## config.mk

```make
export PLATFORM = sky130hd
export DESIGN_NAME = tpst_eval
export DESIGN_NICKNAME = d
export VERILOG_FILES = /design/src/hw/rtl/tpst_pkg.sv /design/src/hw/rtl/tpst_eval.sv
export SDC_FILE = /design/constraint.sdc
export NUM_CORES = 1
export LEC_CHECK = 0
export BUFFER_PORTS_ARGS = -buffer_cell sky130_fd_sc_hd__buf_2
export CAP_MARGIN = 0
export CORE_MARGIN = 3
export CORE_UTILIZATION = 30
export DETAILED_ROUTE_END_ITERATION = 16
export PLACE_DENSITY = 0.66
export SLEW_MARGIN = 20
export SYNTH_ARGS = -nofsm -noshare
export SYNTH_HDL_FRONTEND = slang
export SYNTH_SLANG_ARGS = --single-unit
```

## constraint.sdc

```tcl
create_clock -name vclk -period 4.1
set_input_delay 0.82 -clock vclk [all_inputs]
set_output_delay 0.82 -clock vclk [all_outputs]
set_load 0.02 [all_outputs]
```

## src/hw/rtl/tpst_pkg.sv

```systemverilog
// ----------------------------------------------------------------------------
// tpst_pkg
// Shared types and constants of the transposition table probe store.
// ----------------------------------------------------------------------------
package tpst_pkg;

  localparam int unsigned KEY_W   = 64;
  localparam int unsigned DEPTH_W = 6;
  localparam int unsigned SCORE_W = 16;
  localparam int unsigned BOUND_W = 2;

  typedef enum logic {
    ACT_STORE = 1'b0,
    ACT_PROBE = 1'b1
  } action_e;

  // Code 3 is kept as written but never gives a hit.
  typedef enum logic [BOUND_W-1:0] {
    BOUND_EXACT = 2'd0,
    BOUND_UPPER = 2'd1,
    BOUND_LOWER = 2'd2
  } bound_e;

  typedef struct packed {
    logic                      hit;
    logic signed [SCORE_W-1:0] score;
  } probe_res_t;

endpackage

```

## src/hw/rtl/tpst_eval.sv

```systemverilog
// ----------------------------------------------------------------------------
// tpst_eval
// Hit decision and score selection for one probe against one read entry.
// ----------------------------------------------------------------------------
module tpst_eval #(
  parameter int unsigned STORED_DEPTH_W = 2
) (
  input  logic                              entry_valid_i,
  input  logic [tpst_pkg::KEY_W-1:0]        entry_key_i,
  input  logic [STORED_DEPTH_W-1:0]         entry_depth_i,
  input  logic signed [tpst_pkg::SCORE_W-1:0] entry_score_i,
  input  logic [tpst_pkg::BOUND_W-1:0]      entry_bound_i,
  input  logic [tpst_pkg::KEY_W-1:0]        probe_key_i,
  input  logic [tpst_pkg::DEPTH_W-1:0]      probe_depth_i,
  input  logic signed [tpst_pkg::SCORE_W-1:0] alpha_i,
  input  logic signed [tpst_pkg::SCORE_W-1:0] beta_i,
  output tpst_pkg::probe_res_t              res_o
);
  import tpst_pkg::*;

  logic [DEPTH_W-1:0] entry_depth_ext;
  logic               usable;

  assign entry_depth_ext = DEPTH_W'(entry_depth_i);
  assign usable = entry_valid_i && (entry_key_i == probe_key_i)
                  && (probe_depth_i <= entry_depth_ext);

  always_comb begin
    res_o = '0;
    if (usable) begin
      case (bound_e'(entry_bound_i))
        BOUND_EXACT: begin
          res_o.hit   = 1'b1;
          res_o.score = entry_score_i;
        end
        BOUND_UPPER: begin
          if (entry_score_i <= alpha_i) begin
            res_o.hit   = 1'b1;
            res_o.score = alpha_i;
          end
        end
        BOUND_LOWER: begin
          if (entry_score_i >= beta_i) begin
            res_o.hit   = 1'b1;
            res_o.score = beta_i;
          end
        end
        default: begin
          res_o = '0;
        end
      endcase
    end
  end

endmodule

```

# [Yosys cells after proc, flatten, opt, wreduce, memory -nomap -nowiden]
# Cells that the tools add are included.
[totals] reg_bits=0
[op_classes] magnitude_cmp=3 eq_ne=3 muxes=4 reduce_logical=3
[op_table] operator="== test 64 bit" count=1
[op_table] operator="2-to-1 mux 17 bit" count=3
[op_table] operator="case mux 17 bit (3 select lines)" count=1
[op_table] operator="greater-or-equal comparator 16 bit" count=1
[op_table] operator="<= comparator 16 bit" count=1
[op_table] operator="<= comparator 6 x 2 -> 1 bit" count=1
[op_table] operator="== test 2 x 1 -> 1 bit (second input constant)" count=1
[op_table] operator="== test 2 bit (second input constant)" count=1
[op_table] operator="logical AND 1 bit" count=2
[op_table] operator="logical NOT 2 bit" count=1

# [Depth between registers and ports, before layout]
# Gate-level depths: netlist of run 1.
[logic_depth] ltp_word=4 depth_mapped=10

# [Worst setup path after synthesis of run 1]
# Ideal clock, no wire load.
[synth_path] kind="input to output" start="input alpha_i[1] (netlist bit)" end="output res_o[0] (netlist bit)" arrival_time_ns=2.938 path_slack_ns=0.342 cell_stages=9 path_buffers=1 cell_sequence="inv_1 > ha_1 > nor2b_1 > o211ai_1 > a21oi_1 > or4_1 > and3_1 > buf_2 > o32ai_1"
[synth_lines] item="from (decl)" line="tpst_eval.sv:15" source="input logic signed [tpst_pkg::SCORE_W-1:0] alpha_i,"
[synth_lines] item="to (decl)" line="tpst_eval.sv:17" source="output tpst_pkg::probe_res_t res_o"

==> parameters.txt, run 1 <==
Parameter                              Value

STA
  Hold violation total from the final report ... 0
  Setup-violating endpoint count in the final report ... 0
  Hold Worst Slack ... 2.04 ns
  Max-slew violations ... 0
  Unrepaired setup endpoints after global routing ... false
  Sum Neg Setup Slack ... 0 ns
  Post-route clock period utilization ... 96.1%
  Maximum clock frequency ... around 250 MHz
  Worst-case setup margin in the final layout ... around 0.16 ns
  Rel. slew slack ... 62.9%
  Time the worst path needs with I/O delays and setup ... 3.94 ns
  Slew at the pin closest to its max-slew limit ... 0.556 ns

Power
  Net Switching ... 159 µW
  Internal power ... 157 µW
  Logic gate share of total power ... between 90% and 100%
  Part of the total power dissipated in the clock network ... 0%
  Switching Share ... 50.4%
  Worst VDD drop ... between 0.04 and 0.05 mV
  Power density cells ... 84.9 nW/µm²
  Overall power ... 316 µW
  Sequential power share ... 0%
  Static leakage power ... 2.04 nW

Drt
  Count of TritonRoute iterations in the first routing pass ... 4
  DR vias ... 3369
  Routed length per instance ... 14.2 µm
  Detailed-route wire length ... between 9000 and 10000 µm
  Initial drt markers ... 125
  Residual DRC ... 0
  Post-route ant nets ... 0
  Routed vias/inst ... 4.96

Critical path
  CP cell instances ... buf_2 > inv_1 > ha_1 > nand4_1 > or4_1 > a21oi_2 > or4_1 > and3_2 > buf_12 > o32ai_2 > buf_2
  CP Data Arrival Time ... 3.12 ns
  Worst stage delay on the critical path ... between 0.5 and 0.6 ns
  Setup crit start ... alpha_i[15]
  Master of the slowest instance on the critical path ... sky130_fd_sc_hd__or4_1
  Maximum fanout encountered on the critical timing path ... 10
  Nature of the critical path endpoint ... primary output
  Required @ worst endpoint ... 3.28 ns
  Largest delay share family, worst path ... simple AND/OR/NAND/NOR gates
  Number of stages on the worst setup path ... 11
  Element type at the critical path start ... input pin
  Critical path type ... input pin to primary output
  Number of buffers and inverters on the critical path ... 4
  Worst setup endpoint ... res_o[13]

Cells and area
  Total of clock buffers placed in the layout ... 0
  Fin nets ... 800
  Area taken by flip-flops and latches ... 0 µm²
  Utilization after layout ... between 40% and 50%
  Commonest non-fill, non-tap cells in the layout ... 203 x sky130_fd_sc_hd__buf_2, 59 x sky130_fd_sc_hd__nand2_1, 52 x sky130_fd_sc_hd__inv_1
  Layout filler cell count ... around 830
  N_diodes ... 0
  Number of flip-flops and latches ... 0
  Layout cells sized above 1 ... 41.4%
  Non-Filler Cell Area, Final ... around 3700 µm²
  Count of placed standard cells in the final layout, fillers left out ... 679
  Layout Area Growth over Synthesis ... 48.8%
  Most common library cell in the layout ignoring fill and taps ... sky130_fd_sc_hd__buf_2

Synthesis
  Synth Area in Compound Gates ... between 20 and 30%
  Multiplexer area fraction after synthesis ... 0%
  Synth Warn # ... 0
  Number of distinct library cells after synthesis ... 45
  Post-Synthesis Net Count ... 593
  Sequential element share of the synthesized area ... 0%
  Share of synthesized cell area in full adder, half adder and majority cells ... 17.0%
  Post-synthesis cell area ... 2500 µm²
  Post-Synth Simple-Gate Area ... 28.6%
  Largest family of logic cells by synthesized area ... simple AND/OR/NAND/NOR gates
  Avg Synthesized Cell Area ... roughly 6.7 µm²
  Xor/xnor cell area share of the yosys netlist ... between 10% and 20%
  Gate count of the mapped netlist ... 372

Global routing
  Initial antenna violation count ... 0
  Largest net degree at the start of global routing ... 16
  Number of global-route vias before repair ... 3518
  First-pass GRT wire length ... 15800 µm
  Global-route total usage across every layer ... around 19%
  GRT Residual Overflow ... 0

Die
  Initial core utilization ... 31.6%
  Number of top-level pins ... between 200 and 250
  Number of rows created at floorplan ... 32
  Width of the die ... just under 100 µm
  Die Ht ... 97.3 µm
  Die area ... 9470 µm²
  Placeable core area ... 7930 µm²

Placement
  Routability-driven placement congestion ratio ... ~0.86
  Area post-placement ... roughly 3700 µm²
  Post-place setup slack ... 0.0862 ns
  HPWL after detailed placement ... around 9000 µm
  Cell count after placement ... 679
  # port buffers ... about 200

Run
  Reported max-cap violation count ... 0

Hold path
  Worst Min Path Start ... alpha_i[4]
  Kind of path behind the tightest hold check ... input pin to primary output

Clocking
  Cts hold-fix bufs ... 0

Status
  Status ... complete, no violations
## cell type report
class	instances	area (µm²)	share of cell area, %
tap	102	128	3.43
timing repair buffer	217	1150	30.8
multi-input combinational	307	2250	60.5
inverter	53	199	5.34
## cells in the mapped netlist, types with 2 or more instances
| cell type | instances | area (µm²) |
|---|---|---|
| sky130_fd_sc_hd__nand4_1 | 9 | 56.3 |
| sky130_fd_sc_hd__o32ai_2 | 10 | 163 |
| sky130_fd_sc_hd__xor2_1 | 40 | 350 |
| sky130_fd_sc_hd__or4_1 | 2 | 15.0 |
| sky130_fd_sc_hd__o2111a_1 | 2 | 22.5 |
| sky130_fd_sc_hd__clkbuf_1 | 8 | 30.0 |
| sky130_fd_sc_hd__buf_2 | 2 | 10.0 |
| sky130_fd_sc_hd__a21oi_1 | 14 | 70.1 |
| sky130_fd_sc_hd__o22ai_1 | 6 | 37.5 |
| sky130_fd_sc_hd__inv_1 | 52 | 195 |
| sky130_fd_sc_hd__o21ai_0 | 19 | 95.1 |
| sky130_fd_sc_hd__a21o_1 | 3 | 22.5 |
| sky130_fd_sc_hd__o211ai_1 | 3 | 22.5 |
| sky130_fd_sc_hd__a31oi_1 | 15 | 93.8 |
| sky130_fd_sc_hd__buf_6 | 2 | 22.5 |
| sky130_fd_sc_hd__o32ai_1 | 6 | 52.6 |
| sky130_fd_sc_hd__nand2b_1 | 4 | 25.0 |
| sky130_fd_sc_hd__ha_1 | 34 | 425 |
| sky130_fd_sc_hd__nor4_1 | 10 | 62.6 |
| sky130_fd_sc_hd__xnor2_1 | 4 | 35.0 |
| sky130_fd_sc_hd__nor4_4 | 2 | 42.5 |
| sky130_fd_sc_hd__nor2_1 | 24 | 90.1 |
| sky130_fd_sc_hd__a2111oi_0 | 3 | 26.3 |
| sky130_fd_sc_hd__nand2_1 | 59 | 221 |
| sky130_fd_sc_hd__nor2b_1 | 18 | 113 |
| sky130_fd_sc_hd__or4_4 | 2 | 22.5 |
## routing by layer
metal	vias to the layer above	global-route usage, %	share of wire (%)
met5	-	0	0
met4	0	2.66	0.98
met3	12	1.87	6.4
met2	128	39.3	55
met1	1504	22.1	38
li1	1725	-	-
## worst min-delay path by stage
stage                     depth (start not counted)  slack, ns   endpoint
after floorplan                                   1       1.77  res_o[16]
after global placement                            4       2.03   res_o[1]
after detailed placement                          4       2.04   res_o[5]
after CTS                                         4       2.04   res_o[5]
after global routing                              4       2.06   res_o[9]
final                                             4       2.04   res_o[4]
## power by group through the flow
| stage | clock (mW) | sequential, mW | combinational (mW) |
|---|---|---|---|
| finish | 0 | 0 | 0.316 |
| global route | 0 | 0 | 0.356 |
| CTS | 0 | 0 | 0.317 |
| detailed placement | 0 | 0 | 0.315 |
| global placement | 0 | 0 | 0.308 |
| floorplan | 0 | 0 | 0.160 |
## repair_timing
item | in CTS | in global routing
setup endpoints to repair | 0 | 11
setup buffers | 0 | 0
resized for setup | 0 | 4
## worst min-delay path, stage by stage
cell                      delay (ns)
sky130_fd_sc_hd__buf_2          0.10
sky130_fd_sc_hd__inv_1          0.06
sky130_fd_sc_hd__o32ai_1        0.08
sky130_fd_sc_hd__buf_2          0.16
## cell families after synthesis
logic type / Yosys count
AOI/OAI and AO/OA: 92
xor gates and xnor gates: 44
adders and majority gates: 34
buffers and inverters: 65
and+or+nand+nor: 137
(Power assumes the default switching activity.)
==> run 2: changes to the inputs <==
--- a/config.mk
+++ b/config.mk
@@ -7,7 +7,7 @@
 export LEC_CHECK = 0
 export BUFFER_PORTS_ARGS = -buffer_cell sky130_fd_sc_hd__buf_2
 export CAP_MARGIN = 0
-export CORE_MARGIN = 3
+export CORE_MARGIN = 4
 export CORE_UTILIZATION = 30
 export DETAILED_ROUTE_END_ITERATION = 16
 export PLACE_DENSITY = 0.66
==> constraint.sdc (replaced) <==
create_clock -name vclk -period 3.85
set_input_delay 0.77 -clock vclk [all_inputs]
set_output_delay 0.77 -clock vclk [all_outputs]
set_load 0.02 [all_outputs]
==> run 2 against run 1 <==
Non-clock buffer count grew 5. Cell count grew 1.2%. Combinational power grew 10%. Utilization shrank 0.077 points. Critical endpoint unchanged. Largest cell class unchanged.
==> parameters.txt, run 2 (same netlist as run 1, synthesis figures left out) <==
Parameter                              Value

STA
  Setup-violating endpoint count in the final report ... 0
  Hold violation total from the final report ... 0
  Hold Worst Slack ... 1.94 ns
  Max-slew violations ... 0
  Sum Neg Setup Slack ... 0 ns
  Slew at the pin closest to its max-slew limit ... 0.552 ns
  Rel. slew slack ... about 63%
  Maximum clock frequency ... 267 MHz
  Time the worst path needs with I/O delays and setup ... between 3 and 4 ns
  Post-route clock period utilization ... 97.2%

Placement
  HPWL after detailed placement ... 8630 µm
  # port buffers ... 204
  Cell count after placement ... 687
  Routability-driven placement congestion ratio ... 0.860
  Area post-placement ... 3760 µm²

Run
  Reported max-cap violation count ... 0

Status
  Status ... complete, no violations

Power
  Power density cells ... between 90 and 100 nW/µm²
  Worst VDD drop ... 0.0477 mV
  Static leakage power ... 2.08 nW

Cells and area
  Number of flip-flops and latches ... 0
  Layout Area Growth over Synthesis ... 53.3%
  Most common library cell in the layout ignoring fill and taps ... sky130_fd_sc_hd__buf_2
  Commonest non-fill, non-tap cells in the layout ... 200 x sky130_fd_sc_hd__buf_2, 59 x sky130_fd_sc_hd__nand2_1, 52 x sky130_fd_sc_hd__inv_1
  Area taken by flip-flops and latches ... 0 µm²
  Layout cells sized above 1 ... between 40% and 50%
  Layout filler cell count ... approximately 840
  N_diodes ... 0
  Count of placed standard cells in the final layout, fillers left out ... 687
  Total of clock buffers placed in the layout ... 0
  Non-Filler Cell Area, Final ... ~3800 µm²
  Fin nets ... between 800 and 900

Die
  Number of rows created at floorplan ... 33
  Initial core utilization ... 30.6%
  Width of the die ... 99.3 µm
  Die area ... approximately 9900 µm²
  Number of top-level pins ... a little over 200
  Die Ht ... between 90 and 100 µm
  Placeable core area ... 8180 µm²

Drt
  Count of TritonRoute iterations in the first routing pass ... 4
  Routed vias/inst ... 5.02
  Post-route ant nets ... 0
  Detailed-route wire length ... 9730 µm
  Residual DRC ... 0
  DR vias ... 3448
  Initial drt markers ... 100
  Routed length per instance ... 14.2 µm

Critical path
  Critical path type ... input pin to primary output
  Master of the slowest instance on the critical path ... sky130_fd_sc_hd__or4_4
  Worst stage delay on the critical path ... 0.52 ns
  Element type at the critical path start ... input pin
  Required @ worst endpoint ... between 3 and 4 ns
  CP cell instances ... buf_2 > inv_1 > ha_4 > nor2b_1 > o211ai_1 > a21oi_2 > or4_4 > and3_4 > buf_12 > o32ai_2 > buf_2
  Maximum fanout encountered on the critical timing path ... 11
  Largest delay share family, worst path ... simple AND/OR/NAND/NOR gates
  Nature of the critical path endpoint ... primary output
  Number of stages on the worst setup path ... 11
  Cell repeated most along the worst path ... sky130_fd_sc_hd__buf_2
  Number of buffers and inverters on the critical path ... 4
  CP Data Arrival Time ... between 2 and 3 ns

Global routing
  GRT Residual Overflow ... 0
  Largest net degree at the start of global routing ... 17
  Number of global-route vias before repair ... 3562
  First-pass GRT wire length ... 15600 µm
  Initial antenna violation count ... 0
  Global-route total usage across every layer ... around a fifth

Hold path
  Hold-critical path depth ... 4
  Kind of path behind the tightest hold check ... input pin to primary output
## run 2: final timing paths
| path | startpoint | end | slack, ns |
|---|---|---|---|
| max | alpha_i[1] | res_o[13] | 0.11 |
| min | alpha_i[5] | res_o[5] | 1.94 |
## run 2: routing by layer
metal / share of wire (%) / global-route usage, %
met5: 0 / 0
met4: 0.92 / 2.31
met3: 7.2 / 2.10
met2: 54 / 37.3
met1: 38 / 21.6
## run 2: what timing repair did
item	in CTS	in global routing
hold buffers	0	0
endpoints found under the setup margin	0	16
setup buffers	0	0
resized for setup	0	15
## run 2: power by group
group / internal, mW / switching (mW)
logic: 0.174 / 0.174
clock network: 0 / 0
registers: 0 / 0
## run 2: layout make-up
class              instances  area [µm²]  area share, %
repair buffers           222        1200           31.4
well taps                105         131           3.43
inverters                 53         199           5.19
multi-input cells        307        2300           60.0
## run 2: per-stage QoR
| stage | setup slack [ns] | utilization, % | total power, mW |
|---|---|---|---|
| 3_5_place_dp | 0.0201 | 46.1 | 0.340 |
| 2_1_floorplan | 0.192 | - | 0.171 |
| 6_report | 0.107 | 46.9 | 0.348 |
| 3_3_place_gp | 0.0990 | 46.1 | 0.332 |
| 5_1_grt | -0.0102 | 46.9 | 0.392 |
| 4_1_cts | 0.0235 | 46.1 | 0.341 |
## run 2: tightest hold or removal path, cell delays in order
cell	delay [ns]
sky130_fd_sc_hd__buf_2	0.09
sky130_fd_sc_hd__inv_1	0.06
sky130_fd_sc_hd__o32ai_1	0.09
sky130_fd_sc_hd__buf_4	0.15
